[config.mk]
export PLATFORM = sky130hd
export DESIGN_NAME = hex_grid_neighbor_generator_core
export DESIGN_NICKNAME = d
export VERILOG_FILES = /design/src/hw/rtl/hexn_pkg.sv /design/src/hw/rtl/hexn_nbr_calc.sv /design/src/hw/rtl/hex_grid_neighbor_generator_core.sv
export SDC_FILE = /design/constraint.sdc
export NUM_CORES = 1
export LEC_CHECK = 0
export BUFFER_PORTS_ARGS = -buffer_cell sky130_fd_sc_hd__buf_2
export CAP_MARGIN = 20
export CELL_PAD_IN_SITES_DETAIL_PLACEMENT = 0
export CELL_PAD_IN_SITES_GLOBAL_PLACEMENT = 1
export CORE_MARGIN = 5
export CORE_UTILIZATION = 49
export CTS_CLUSTER_SIZE = 30
export DETAILED_ROUTE_END_ITERATION = 6
export HOLD_SLACK_MARGIN = 0.1
export PLACE_DENSITY_LB_ADDON = 0.25
export SLEW_MARGIN = 5
export SYNTH_ARGS = -nofsm -noshare
export SYNTH_HDL_FRONTEND = slang
export SYNTH_SLANG_ARGS = --single-unit
export TNS_END_PERCENT = 50
[constraint.sdc]
create_clock -name clk_i -period 6.2 [get_ports clk_i]
set_input_delay 0.31 -clock clk_i [delete_from_list [all_inputs] [get_ports clk_i]]
set_output_delay 0.31 -clock clk_i [all_outputs]
set_load 0.02 [all_outputs]
[src/hw/rtl/hexn_pkg.sv]
// ----------------------------------------------------------------------------
// hexn_pkg
// Shared types and constants for the offset-row hex grid neighbor generator.
// ----------------------------------------------------------------------------
package hexn_pkg;

  localparam int unsigned MAX_SIDE   = 1024;
  localparam int unsigned MAX_LAYERS = 256;
  localparam int unsigned NUM_SLOTS  = 6;

  localparam int unsigned COORD_W = 10;
  localparam int unsigned LAYER_W = 8;
  localparam int unsigned SIDE_W  = 11;
  localparam int unsigned SLOT_W  = 3;
  // Signed working width: holds -3 .. 2*MAX_SIDE comfortably.
  localparam int unsigned CALC_W  = 13;

  // Configuration register indexes.
  localparam int unsigned CFG_IDX_W = 2;
  localparam logic [CFG_IDX_W-1:0] CFG_GRID_WIDTH  = 2'd0;
  localparam logic [CFG_IDX_W-1:0] CFG_GRID_HEIGHT = 2'd1;
  localparam logic [CFG_IDX_W-1:0] CFG_WRAP_ENABLE = 2'd2;

  localparam logic [SLOT_W-1:0] LAST_SLOT = SLOT_W'(NUM_SLOTS - 1);

  typedef struct packed {
    logic [COORD_W-1:0] col;
    logic [COORD_W-1:0] row;
    logic               present;
  } nbr_t;

endpackage

[src/hw/rtl/hexn_nbr_calc.sv]
// ----------------------------------------------------------------------------
// hexn_nbr_calc
// Combinational computation of the six neighbor cells of one center cell,
// including edge wrapping and the final in-grid check.
// ----------------------------------------------------------------------------
module hexn_nbr_calc (
  input  logic [hexn_pkg::COORD_W-1:0] col_i,
  input  logic [hexn_pkg::COORD_W-1:0] row_i,
  input  logic [hexn_pkg::LAYER_W-1:0] layer_i,
  input  logic [hexn_pkg::SIDE_W-1:0]  width_i,   // already clamped to 1..MAX_SIDE
  input  logic [hexn_pkg::SIDE_W-1:0]  height_i,  // already clamped to 1..MAX_SIDE
  input  logic                         wrap_i,
  output hexn_pkg::nbr_t               nbr_o [hexn_pkg::NUM_SLOTS]
);
  import hexn_pkg::*;

  logic signed [CALC_W-1:0] xs, ys, ws, hs;
  logic                     in_grid, even_h;
  logic                     left_ok, right_ok, down_ok, up_ok;
  logic signed [CALC_W-1:0] r0, r3, ru, rd, cl, cr;
  logic                     p0, p3, pu, pd, pl, pr;
  logic signed [CALC_W-1:0] cand_c [NUM_SLOTS];
  logic signed [CALC_W-1:0] cand_r [NUM_SLOTS];
  logic                     cand_p [NUM_SLOTS];

  assign xs = signed'(CALC_W'(col_i));
  assign ys = signed'(CALC_W'(row_i));
  assign ws = signed'(CALC_W'(width_i));
  assign hs = signed'(CALC_W'(height_i));

  assign in_grid  = (xs < ws) && (ys < hs) && ({1'b0, layer_i} < (LAYER_W+1)'(MAX_LAYERS));
  assign even_h   = ~height_i[0];
  assign left_ok  = (col_i != '0);
  assign right_ok = (xs + CALC_W'(1)) < ws;
  assign down_ok  = (row_i != '0);
  assign up_ok    = (ys + CALC_W'(1)) < hs;

  always_comb begin
    // Two rows down; a wrap lands on a row chosen by the height parity.
    p0 = 1'b1;
    r0 = '0;
    if (ys >= CALC_W'(2)) begin
      r0 = ys - CALC_W'(2);
    end else if (wrap_i) begin
      if (even_h) r0 = down_ok ? hs - CALC_W'(1) : hs - CALC_W'(2);
      else        r0 = down_ok ? hs - CALC_W'(2) : hs - CALC_W'(3);
    end else begin
      p0 = 1'b0;
    end

    // Two rows up.
    p3 = 1'b1;
    r3 = '0;
    if ((ys + CALC_W'(2)) < hs) begin
      r3 = ys + CALC_W'(2);
    end else if (wrap_i) begin
      if (even_h) r3 = up_ok ? CALC_W'(0) : CALC_W'(1);
      else        r3 = up_ok ? CALC_W'(1) : CALC_W'(2);
    end else begin
      p3 = 1'b0;
    end
  end

  assign pu = up_ok || wrap_i;
  assign ru = up_ok ? ys + CALC_W'(1) : '0;
  assign pd = down_ok || wrap_i;
  assign rd = down_ok ? ys - CALC_W'(1) : hs - CALC_W'(1);
  assign pr = right_ok || wrap_i;
  assign cr = right_ok ? xs + CALC_W'(1) : '0;
  assign pl = left_ok || wrap_i;
  assign cl = left_ok ? xs - CALC_W'(1) : ws - CALC_W'(1);

  always_comb begin
    cand_c[0] = xs;  cand_r[0] = r0;  cand_p[0] = in_grid && p0;
    cand_c[3] = xs;  cand_r[3] = r3;  cand_p[3] = in_grid && p3;
    if (row_i[0]) begin
      // Odd rows: diagonals sit at x and x+1.
      cand_c[5] = xs;  cand_r[5] = ru;  cand_p[5] = in_grid && pu;
      cand_c[1] = cr;  cand_r[1] = ru;  cand_p[1] = in_grid && pu && pr;
      cand_c[4] = xs;  cand_r[4] = rd;  cand_p[4] = in_grid && pd;
      cand_c[2] = cr;  cand_r[2] = rd;  cand_p[2] = in_grid && pd && pr;
    end else begin
      // Even rows: diagonals sit at x-1 and x.
      cand_c[1] = xs;  cand_r[1] = ru;  cand_p[1] = in_grid && pu;
      cand_c[5] = cl;  cand_r[5] = ru;  cand_p[5] = in_grid && pu && pl;
      cand_c[2] = xs;  cand_r[2] = rd;  cand_p[2] = in_grid && pd;
      cand_c[4] = cl;  cand_r[4] = rd;  cand_p[4] = in_grid && pd && pl;
    end
  end

  // A wrapped row can still fall outside a very small grid; such a
  // neighbor is reported absent.
  for (genvar s = 0; s < NUM_SLOTS; s++) begin : g_slot
    logic ok;
    assign ok = cand_p[s] &&
                (cand_c[s] >= CALC_W'(0)) && (cand_c[s] < ws) &&
                (cand_r[s] >= CALC_W'(0)) && (cand_r[s] < hs);
    assign nbr_o[s].present = ok;
    assign nbr_o[s].col     = ok ? cand_c[s][COORD_W-1:0] : '0;
    assign nbr_o[s].row     = ok ? cand_r[s][COORD_W-1:0] : '0;
  end

endmodule

[src/hw/rtl/hex_grid_neighbor_generator_core.sv]
// ----------------------------------------------------------------------------
// hex_grid_neighbor_generator_core
// Emits the six neighbor cells of each center cell of an offset-row hex grid.
// ----------------------------------------------------------------------------
//  Channel   Direction  Request content
//  s_axis    in         one center cell (col, row, layer)
//  m_axis    out        one neighbor per request, slots 0..5, tlast on slot 5
//  cfg       in         register write: width, height, wrap enable
//
// Each center cell produces six output requests, one per cycle while m_axis is
// ready; the output bank serializer drains them. An input stage takes the next
// center cell while the current six are drained. Reset empties both stages and
// restores the default 1024 x 1024 grid without wrapping. A stall on m_axis
// holds the current neighbor; s_axis backs up once the input stage is full.
// ----------------------------------------------------------------------------
module hex_grid_neighbor_generator_core (
  input  logic                             clk_i,
  input  logic                             rst_ni,
  // Configuration write port.
  input  logic                             cfg_we_i,
  input  logic [hexn_pkg::CFG_IDX_W-1:0]   cfg_idx_i,
  input  logic [hexn_pkg::SIDE_W-1:0]      cfg_data_i,
  // Center cell stream.
  input  logic                             s_axis_tvalid,
  output logic                             s_axis_tready,
  input  logic [31:0]                      s_axis_tdata,   // col[9:0], row[19:10],
                                                           // layer[27:20], zeros
  // Neighbor stream.
  output logic                             m_axis_tvalid,
  input  logic                             m_axis_tready,
  output logic [31:0]                      m_axis_tdata,   // slot[2:0], neighbor_col[12:3],
                                                           // neighbor_row[22:13],
                                                           // neighbor_layer[30:23], zero
  output logic                             m_axis_tuser,   // present
  output logic                             m_axis_tlast
);
  import hexn_pkg::*;

  // Clamp a side length to 1..MAX_SIDE.
  function automatic logic [SIDE_W-1:0] clamp_side(input logic [SIDE_W-1:0] v);
    logic [SIDE_W-1:0] r;
    r = v;
    if (v == '0) r = SIDE_W'(1);
    else if (v > SIDE_W'(MAX_SIDE)) r = SIDE_W'(MAX_SIDE);
    return r;
  endfunction

  logic [SIDE_W-1:0]  width_q, height_q;
  logic               wrap_q;

  logic               a_valid_q;
  logic [COORD_W-1:0] a_col_q, a_row_q;
  logic [LAYER_W-1:0] a_layer_q;

  logic               b_valid_q;
  logic [SLOT_W-1:0]  cnt_q;
  logic [LAYER_W-1:0] b_layer_q;
  nbr_t               bank_q [NUM_SLOTS];

  nbr_t               calc_nbr [NUM_SLOTS];
  logic               s_fire, m_fire, b_done, load_b;
  nbr_t               cur;

  // Configuration registers hold the clamped values.
  always_ff @(posedge clk_i or negedge rst_ni) begin
    if (!rst_ni) begin
      width_q  <= SIDE_W'(MAX_SIDE);
      height_q <= SIDE_W'(MAX_SIDE);
      wrap_q   <= 1'b0;
    end else if (cfg_we_i) begin
      unique case (cfg_idx_i)
        CFG_GRID_WIDTH:  width_q  <= clamp_side(cfg_data_i);
        CFG_GRID_HEIGHT: height_q <= clamp_side(cfg_data_i);
        CFG_WRAP_ENABLE: wrap_q   <= cfg_data_i[0];
        default: ;
      endcase
    end
  end

  assign m_fire        = m_axis_tvalid && m_axis_tready;
  assign b_done        = m_fire && (cnt_q == LAST_SLOT);
  assign load_b        = a_valid_q && (!b_valid_q || b_done);
  assign s_axis_tready = !a_valid_q || load_b;
  assign s_fire        = s_axis_tvalid && s_axis_tready;

  always_ff @(posedge clk_i or negedge rst_ni) begin
    if (!rst_ni) begin
      a_valid_q <= 1'b0;
    end else if (s_fire) begin
      a_valid_q <= 1'b1;
    end else if (load_b) begin
      a_valid_q <= 1'b0;
    end
  end

  always_ff @(posedge clk_i) begin
    if (s_fire) begin
      a_col_q   <= s_axis_tdata[COORD_W-1:0];
      a_row_q   <= s_axis_tdata[2*COORD_W-1:COORD_W];
      a_layer_q <= s_axis_tdata[2*COORD_W+LAYER_W-1:2*COORD_W];
    end
  end

  hexn_nbr_calc u_calc (
    .col_i    (a_col_q),
    .row_i    (a_row_q),
    .layer_i  (a_layer_q),
    .width_i  (width_q),
    .height_i (height_q),
    .wrap_i   (wrap_q),
    .nbr_o    (calc_nbr)
  );

  always_ff @(posedge clk_i or negedge rst_ni) begin
    if (!rst_ni) begin
      b_valid_q <= 1'b0;
      cnt_q     <= '0;
    end else if (load_b) begin
      b_valid_q <= 1'b1;
      cnt_q     <= '0;
    end else if (b_done) begin
      b_valid_q <= 1'b0;
      cnt_q     <= '0;
    end else if (m_fire) begin
      cnt_q     <= cnt_q + SLOT_W'(1);
    end
  end

  always_ff @(posedge clk_i) begin
    if (load_b) begin
      bank_q    <= calc_nbr;
      b_layer_q <= a_layer_q;
    end
  end

  assign cur           = bank_q[cnt_q];
  assign m_axis_tvalid = b_valid_q;
  assign m_axis_tdata  = {1'b0, b_layer_q, cur.row, cur.col, cnt_q};
  assign m_axis_tuser  = cur.present;
  assign m_axis_tlast  = (cnt_q == LAST_SLOT);

endmodule

# Word-level counts from Yosys, hierarchy flattened
# Index checks and enable logic that the tools add are counted.
# classes
mux	33
n_eq_ne	3
n_reduce_logical	55
bitwise_logic	1
n_lt_le_gt_ge	25
add_sub_neg	13
# op_table
op	n
13-bit two-way mux	12
13-bit by 12-bit < comparator with 1-bit output	11
13-bit by 1-bit greater-or-equal comparator with 1-bit output (second input constant)	8
21-bit binary-select mux with 3-bit select	1
26-bit two-way mux	2
10-bit by 1-bit adder with 11-bit output (second input constant)	4
21-bit two-way mux	2
1-bit logical AND	37
11-bit by 1-bit subtractor with 12-bit output (second input constant)	2
11-bit by 2-bit subtractor with 12-bit output (second input constant)	2
10-bit by 11-bit < comparator with 1-bit output	2
11-bit two-way mux	2
10-bit by 1-bit subtractor with 11-bit output (second input constant)	2
10-bit nonzero test	2
10-bit by 2-bit adder with 11-bit output (second input constant)	1
11-bit greater-than comparator (second input constant)	1
11-bit zero test	1
10-bit by 2-bit subtractor with 11-bit output (second input constant)	1
10-bit by 1-bit greater-or-equal comparator with 1-bit output (second input constant)	1
10-bit by 2-bit greater-or-equal comparator with 1-bit output (second input constant)	1
3-bit two-way mux	3
1-bit two-way mux	8
1-bit logical OR	6
2-bit two-way mux	3
other kinds (11)	15
# word_totals
in_bits	50
elab_cells	158
regBits	190
output_inout_bits	36

# Logic depth before layout (Yosys ltp)
# Gate-level depths: netlist of run 1.
# depth
depth_word	10
ltp_mapped	22

# By module
# Synthesis of run 1 repeated with hierarchy kept, for this count alone.
# hier_totals
hier_cells	1335
hier_area_um2	13309.0
# modules_own_cells
module	cells_per_inst	n_inst	seq_area_each_um2	area_per_inst_um2
hex_grid_neighbor_generator_core	406	1	5567.8	7114.3
hexn_nbr_calc	929	1	0.0	6194.7

# Worst setup path before layout of run 1
# Ideal clock, no wire load.
# synth_path
path_type	register to register
start	register cnt_q[1]
end	register b_layer_q[0] (enable)
t_required_ps	5691
period_less_slack_ps	4831
path_stages_with_launch	7
setup_time_ps	509
setup_slack_ps	1369
arrival_time_ps	4322
path_cell_list	dfrtp_1 inv_1 ha_1 and2_1 nand2_1 nand2_1 and2_1
# synth_via
elab_chain_len	4
# synth_lines
item	line_no	source
start, declared	hex_grid_neighbor_generator_core.sv:56	logic [SLOT_W-1:0] cnt_q;
start signal, assigned	hex_grid_neighbor_generator_core.sv:125	cnt_q <= cnt_q + SLOT_W'(1);
3-bit equality test	--	
named net m_axis_tlast	hex_grid_neighbor_generator_core.sv:35	output logic m_axis_tlast
1-bit logical AND	hex_grid_neighbor_generator_core.sv:81	assign b_done = m_fire && (cnt_q == LAST_SLOT);
1-bit logical OR	hex_grid_neighbor_generator_core.sv:82	assign load_b = a_valid_q && (!b_valid_q || b_done);
1-bit logical AND	hex_grid_neighbor_generator_core.sv:82	
named net load_b	hex_grid_neighbor_generator_core.sv:61	logic s_fire, m_fire, b_done, load_b;
end signal, assigned	hex_grid_neighbor_generator_core.sv:132	b_layer_q <= a_layer_q;
end, declared	hex_grid_neighbor_generator_core.sv:57	logic [LAYER_W-1:0] b_layer_q;
# The timed path passes the listed nets, and every way through them passes these cells.
# A chain may end at the register's enable or synchronous reset.

# Worst setup path after layout of run 1
# layout_path
start	register a_row_q[2]
end	register bank_q[52] (netlist name), data pin
# layout_via
word_cells_on_any_way	19
# layout_lines
item	line_no	source
start, declared	hex_grid_neighbor_generator_core.sv:52	logic [COORD_W-1:0] a_col_q, a_row_q;
start signal, assigned	hex_grid_neighbor_generator_core.sv:99	a_row_q <= s_axis_tdata[2*COORD_W-1:COORD_W];
10-bit by 2-bit adder with 11-bit output *	hexn_nbr_calc.sv:54, hexn_nbr_calc.sv:55	
13-bit by 12-bit < comparator with 1-bit output	hexn_nbr_calc.sv:54	if ((ys + CALC_W'(2)) < hs) begin
13-bit two-way mux *	hexn_nbr_calc.sv:54	
named net u_calc.r3[2]	hexn_nbr_calc.sv:20	logic signed [CALC_W-1:0] r0, r3, ru, rd, cl, cr;
13-bit by 1-bit greater-or-equal comparator with 1-bit output	hexn_nbr_calc.sv:97	(cand_r[s] >= CALC_W'(0)) && (cand_r[s] < hs);
1-bit logical AND	hexn_nbr_calc.sv:96	(cand_c[s] >= CALC_W'(0)) && (cand_c[s] < ws) &&
1-bit logical AND *	hexn_nbr_calc.sv:97	
end signal, assigned	hex_grid_neighbor_generator_core.sv:131	bank_q <= calc_nbr;
end, declared	hex_grid_neighbor_generator_core.sv:58	nbr_t bank_q [NUM_SLOTS];
# Mark *: on every way through the listed nets, which the timed path passes. The rest lies on a longest branch.

==> flow_summary_export.csv, run 1 <==
group,metric,value,unit
setup_path,path_class,"flip-flop to flip-flop",
final_layout,final_cell_area,0.0147,mm2
cts,cts_inserted_buffers,17,
route,wl_per_cell,21.2,um
setup_path,worstSetupPathDepth,18,
power,leakage,5.76,nW
cts,clk_path_buf_depth,2,
die,num_rows,60,
power,pwr_density_cell,330,mW/mm2
cts,cts_sinks,190,
final_layout,fin_util,55.2,%
flow_run,cap_violations,0,
placement,dp_cells,1650,
cts,htree_levels,4,
yosys,ys_types,85,
die,die_x,174,um
cts,cts_resized,0,
die,core-area,0.0267,mm2
setup_path,cp-endpoint,"bank_q[52]$_SDFFCE_PN0P_",
final_layout,nNetsFinal,1535,
setup_path,crit_path_max_incr_delay,660,ps
setup_path,cp_data_arrival_time,5540,ps
setup_path,crit_family,"compound AO/OA/AOI/OAI gates",
sta,tightest_slew,1010,ps
yosys,ys.flop_type,"edfxtp_1",
global_routing,grt_pass1_wl,58200,um
yosys,synth_area,0.0131,mm2
yosys,syn-instance-count,1293,
final_layout,area_growth,12.0,%
yosys,synth-seq-cells,190,
setup_path,crit_chain,"ha_1 > nand2_1 > nor2_1 > xnor2_1 > inv_1 > ha_1 > a21o_1 > a211o_1 > a221o_1 > a21o_1 > nor2_1 > ha_1 > a21o_1 > a21o_1 > a211o_1 > a21oi_1 > nand4_1 > nor2_1",
worst_hold_path,min_path_type,"primary input to flip-flop",
sta,fin_crit_sh,85.3,%
power,seqPwrFrac,35.0,%
outcome,status,"finished clean",
route,drt_iter0_drc,883,
sta,setup_tns,0,ps
cts,clk-insertion-delay-late,440,ps
sta,fmax,189,MHz
final_layout,final_cells,1712,
route,viasPerCell,6.05,
sta,setup_viol,0,
sta,grt_setup_unrepaired,"false",
power,p_clk_share,23.6,%
setup_path,worst-r2r-cell-count,18,
cts,clk_pin_slew,90,ps
yosys,avgSynthCellArea,10.2,um2
power,p_switching,0.00198,W
global_routing,track_usage,24.2,%
sta,worst_slew_margin_rel,32.6,%
route,maxUsedRoutingLayer,"met4",
die,pin_count,86,
setup_path,critPathBufInv,1,
setup_path,r2r_slack,910,ps
route,met3_length,2710,um
route,first_pass_iters,7,
route,wl_met1,17200,um
global_routing,overflow,0,
final_layout,n_antenna_cell,0,
placement,place.gp.congestion,0.910,
global_routing,grt_max_degree,52,
sta,drv_slew,0,
die,dieArea,0.0302,mm2
route,finalWirelength,36300,um
die,dieHeight,174,um
die,start_util,49.3,%
route,vias,10357,
cts,cts_root_buf,"clkbuf_16",
placement,port-buffer-count,80,
setup_path,start_kind,"flip-flop",
route,drtAntennaViolNets,0,
setup_path,worstPathMaxFanout,12,
power,intPower,0.00287,W
global_routing,first_global_vias,10190,
final_layout,drive_gt1_share,13.5,%
setup_path,crit_top_cell,"a21o_1",
placement,placed_area,0.0138,mm2
sta,skew,17.3,ps
setup_path,worst_r2r_endpoint,"bank_q[52]$_SDFFCE_PN0P_",
power,vdd_ir_drop_max,171,uV
yosys,ys_warn_count,0,
power,p_total,0.00486,W
setup_path,critPathSlowestCell,"edfxtp_1",
yosys,synth-seq-area-share,42.4,%
yosys,synth-edff-count,162,
cts,cts_tree,"done",
yosys,async_flop_share,14.7,%
power,switching_share,40.8,%
yosys,syn_nets,1470,
global_routing,antenna_found_initial,0,
route,wl_met2,15900,um
setup_path,endpoint_kind,"flip-flop",
sta,hold_viol_final,0,
power,combPwrFrac,41.4,%
route,drc,0,
placement,dp_hpwl,25500,um
setup_path,critPathRequiredTime,6450,ps
sta,fin_crit,5290,ps
setup_path,critPathLaunch,"a_row_q[2]$_DFFE_PP_",
setup_path,r2r_start,"a_row_q[2]$_DFFE_PP_",
final_layout,n_fill_cell,2376,
sequential cells by signal, summed over array words and instances (netlist names):
register       flops
a_col_q           10
a_layer_q          8
a_row_q           10
a_valid_q          1
b_layer_q          8
bank_q           126
cnt_q              3
height_q          11
m_axis_tvalid      1
width_q           11
wrap_q             1
worst min path at each step:
stage             startpoint                    end  slack [ps]  cells past startpoint
4_1_cts        cfg_data_i[0]     wrap_q$_DFFE_PN0P_         120                      2
2_1_floorplan         rst_ni  a_valid_q$_DFFE_PN0P_          10                      0
5_1_grt        cfg_data_i[0]     wrap_q$_DFFE_PN0P_         130                      2
3_3_place_gp          rst_ni   cnt_q[2]$_DFFE_PN0P_         380                      1
6_report       cfg_data_i[0]     wrap_q$_DFFE_PN0P_         130                      2
3_5_place_dp          rst_ni   cnt_q[2]$_DFFE_PN0P_         390                      1
synth_stat cells, types with 5 or more instances:
library cell	count	share of area, %
edfxtp_1	162	37
ha_1	127	12
inv_1	102	2.9
nand2_1	82	2.3
nor2_1	75	2.1
nor3_1	64	2.4
clkbuf_1	59	1.7
a21oi_1	53	2.0
o21ai_0	53	2.0
nor4_1	44	2.1
nand3_1	38	1.4
xnor2_1	38	2.5
nand4_1	30	1.4
mux2i_1	28	2.1
nor3b_1	27	1.5
dfrtp_1	26	5.0
o22ai_1	26	1.2
nand2b_1	22	1.0
mux4_2	21	3.6
a211oi_1	17	0.97
xor2_1	16	1.1
and3_1	13	0.62
a21o_1	12	0.69
a31oi_1	10	0.48
buf_1	10	0.29
or3_1	8	0.38
a22oi_1	7	0.40
o211ai_1	7	0.40
buf_2	6	0.23
nor2b_1	6	0.29
a211o_1	5	0.33
and2_1	5	0.24
mux2_2	5	0.43
o31ai_1	5	0.29
layout by cell type, fill, tap and decap left out, drive strengths merged, types with 18 or more instances in the layout:
cell / count
buf: 98
edfxtp: 162
mux2i: 28
nand2: 82
nor2: 75
nor3: 65
nand3: 38
dlygate4sd3: 30
nand4: 30
a211oi: 18
mux4: 21
a21oi: 53
o21ai: 55
ha: 127
dfrtp: 26
o22ai: 26
xnor2: 38
nor3b: 28
inv: 112
nor4: 47
nand2b: 22
worst reg2reg max path, stage by stage, from the launching register on:
cell and delay [ps]:
edfxtp_1 660, ha_1 370, nand2_1 100, nor2_1 160, xnor2_1 250, inv_1 90, ha_1 300, a21o_1 180
a211o_1 290, a221o_1 360, a21o_1 340, nor2_1 160, ha_1 260, a21o_1 180, a21o_1 170, a211o_1 290
a21oi_1 270, nand4_1 380, nor2_1 310
cell families (layout without fill, tap and decap cells):
logic type | count (synthesis) | after routing | synth area share, %
compound gates | 232 | 232 | 11.4
xor+xnor | 54 | 54 | 3.60
fa+ha+maj | 127 | 127 | 12.1
buf+inv | 187 | 265 | 5.76
flops | 190 | 190 | 42.4
mux | 54 | 54 | 6.17
other cells | 1 | 1 | 0.0286
simple gates | 448 | 448 | 18.5
routing by layer:
layer  track usage [%]  vias to the layer above
li1                  -                     4957
met1              36.6                     4961
met2              36.7                      401
met3              4.19                       38
met4              5.38                        0
met5                 0                        -
area by class of cell:
type                    count  area, um2  share of cell area [%]
flip-flops and latches    190       5570                    37.9
multi-input cells         916       6860                    46.7
clock inverters            15        184                    1.25
clock buffers              17        425                    2.89
well taps                 341        427                    2.90
repair buffers            128        836                    5.69
inverters                 105        395                    2.69
repair_timing:
| item | CTS | global route |
|---|---|---|
| buffers inserted | 0 | 0 |
| hold buffers | 30 | 0 |
| hold endpoints to repair | 55 | 0 |
through the flow:
step | hold WS, ps | worst slack (ps)
2_1_floorplan | 14.4 | 1370
3_3_place_gp | 384 | 1100
3_5_place_dp | 390 | 1070
4_1_cts | 118 | 1000
5_1_grt | 134 | 511
6_report | 133 | 913
power groups by stage:
stage	registers, W	clock network (W)	logic (W)
4_1_cts	0.00170	0.00116	0.00202
2_1_floorplan	0.00167	0	0.00146
5_1_grt	0.00172	0.00121	0.00223
3_5_place_dp	0.00173	0	0.00199
6_report	0.00170	0.00115	0.00201
3_3_place_gp	0.00172	0	0.00197
(Power assumes the default switching activity.)
==> run 2: changes to the inputs <==
- CORE_UTILIZATION: 49 -> 40
==> run 2 against run 1 <==
Maximum frequency down 2.6%. Clock skew about the same. Cell count up 6.4%. Die area up 21%. Setup slack worse by 140 ps. Sequential share of layout area down 0.54 points. Routed wire length up 5.4%. Core utilization down 9.2 points. Worst hold slack worse by 0.76 ps. Critical path type unchanged. Critical endpoint is now bank_q[56]$_SDFFCE_PN0P_. Largest power group unchanged. Highest routed layer unchanged.
==> flow_summary_export.csv, run 2 (synthesis results as in run 1) <==
group,metric,value,unit
global_routing,grt_max_degree,49,
setup_path,path_class,"flip-flop to flip-flop",
setup_path,r2r_start,"a_row_q[2]$_DFFE_PP_",
final_layout,drive_gt1_share,14.1,%
route,finalWirelength,38300,um
cts,clk-insertion-delay-late,450,ps
placement,dp_hpwl,27300,um
cts,htree_levels,4,
setup_path,cp-endpoint,"bank_q[56]$_SDFFCE_PN0P_",
route,first_pass_iters,5,
final_layout,final_cells,1821,
setup_path,worstPathMaxFanout,12,
cts,cts_root_buf,"clkbuf_16",
final_layout,top_register,"bank_q",
flow_run,cap_violations,0,
cts,cts_tree,"done",
sta,drv_slew,0,
final_layout,largest_reg_flops,126,
sta,fin_crit,5430,ps
global_routing,grt_pass1_wl,60300,um
global_routing,overflow,0,
setup_path,worst_r2r_endpoint,"bank_q[56]$_SDFFCE_PN0P_",
route,drtAntennaViolNets,0,
sta,setup_viol,0,
die,dieArea,0.0365,mm2
setup_path,critPathLaunch,"a_row_q[2]$_DFFE_PP_",
die,start_util,40.5,%
sta,fmax,184,MHz
sta,fin_crit_sh,87.6,%
placement,port-buffer-count,80,
setup_path,endpoint_kind,"flip-flop",
final_layout,fin_util,46.0,%
final_layout,nNetsFinal,1543,
cts,clk_path_buf_depth,2,
die,num_rows,66,
worst_hold_path,min_path_type,"primary input to flip-flop",
final_layout,n_fill_cell,3051,
cts,clk_pin_slew,80,ps
route,wl_per_cell,21.0,um
die,dieHeight,191,um
sta,worst_slew_margin_rel,33.4,%
final_layout,final_common_cell,"edfxtp_1",
route,viasPerCell,5.72,
cts,cts_sinks,190,
sta,setup_tns,0,ps
global_routing,antenna_found_initial,0,
setup_path,critPathRequiredTime,6480,ps
global_routing,first_global_vias,10198,
die,core-area,0.0325,mm2
setup_path,start_kind,"flip-flop",
placement,dp_cells,1758,
setup_path,worst-r2r-cell-count,18,
power,pwr_density_cell,330,mW/mm2
route,drt_iter0_drc,807,
setup_path,cp_data_arrival_time,5710,ps
final_layout,n_antenna_cell,0,
sta,tightest_slew,997,ps
placement,place.gp.congestion,0.900,
die,pin_count,86,
sta,skew,17.1,ps
cts,cts_resized,0,
die,die_x,191,um
route,drc,0,
sta,hold_viol_final,0,
setup_path,r2r_slack,770,ps
final_layout,area_growth,13.6,%
final_layout,reg_top3,"bank_q x126, height_q x11, width_q x11",
cts,cts_inserted_buffers,17,
sta,grt_setup_unrepaired,"false",
power,p_total,0.00492,W
sta,whs,133,ps
global_routing,track_usage,21.4,%
final_layout,final_cell_mix,"162 x edfxtp_1, 127 x ha_1, 102 x inv_1, 82 x nand2_1, 80 x buf_2",
power,leakage,5.81,nW
outcome,status,"finished clean",
route,vias,10418,
power,vdd_ir_drop_max,248,uV
run 2: cell count changes in the layout (fill, tap and decap cells not counted):
cell and delta:
bufinv_16 +2, clkinvlp_4 +1, buf_4 +7, clkinv_1 -1, buf_8 +1, inv_12 -2
o2111ai_2 +1, inv_8 +1, o2111ai_1 -1, clkinv_8 -2, clkbuf_1 +1
run 2: how the worst min path moves through the flow:
stage / startpoint / cells past startpoint / to
after floorplan: rst_ni / 0 / a_valid_q$_DFFE_PN0P_
after global placement: rst_ni / 1 / cnt_q[2]$_DFFE_PN0P_
after detailed placement: rst_ni / 1 / cnt_q[2]$_DFFE_PN0P_
after CTS: cfg_data_i[0] / 2 / wrap_q$_DFFE_PN0P_
after global routing: cfg_data_i[0] / 2 / wrap_q$_DFFE_PN0P_
final: cfg_data_i[0] / 2 / wrap_q$_DFFE_PN0P_
run 2: layout make-up:
| type | count | area (um2) | share of cell area (%) |
|---|---|---|---|
| Inverter | 105 | 395 | 2.65 |
| Clock buffer | 18 | 429 | 2.88 |
| Timing Repair Buffer | 136 | 903 | 6.06 |
| Tap cell | 442 | 553 | 3.71 |
| Clock inverter | 14 | 194 | 1.30 |
| Multi-Input combinational cell | 916 | 6870 | 46.1 |
| Sequential cell | 190 | 5570 | 37.3 |
run 2: repair_timing:
item	CTS	global route
hold endpoints to repair	55	0
hold buffers	30	0
buffers inserted	0	0
run 2: power breakdown:
group	internal, W	switching [W]	leakage [nW]
logic	0.000764	0.00131	3.64
clock network	0.000618	0.000542	0.300
registers	0.00157	0.000113	1.86
run 2: through the flow:
| step | setup slack [ps] | area, um2 |
|---|---|---|
| final | 771 | 14900 |
| after CTS | 765 | 14900 |
| after detailed placement | 785 | 14000 |
| after floorplan | 1370 | 13100 |
| after global routing | 327 | 14900 |
| after global placement | 827 | 14000 |
run 2: layer usage:
layer	GRT usage, %	routed length, um
met5	0	0
met4	6.05	771
met3	3.43	2430
met2	32.0	16500
met1	32.2	18600
run 2: critical path: stages, from the launching register on:
cell and delay [ps]:
edfxtp_1 640, ha_1 350, nand2_1 100, nor2_1 150
xnor2_1 230, inv_1 90, ha_1 300, a21o_1 180
a211o_1 300, a221o_1 350, a21o_1 340, nor2_1 160
ha_1 250, a21o_1 180, a21o_1 170, a211o_1 280
a21oi_1 280, o2111ai_2 510, nor3b_1 360
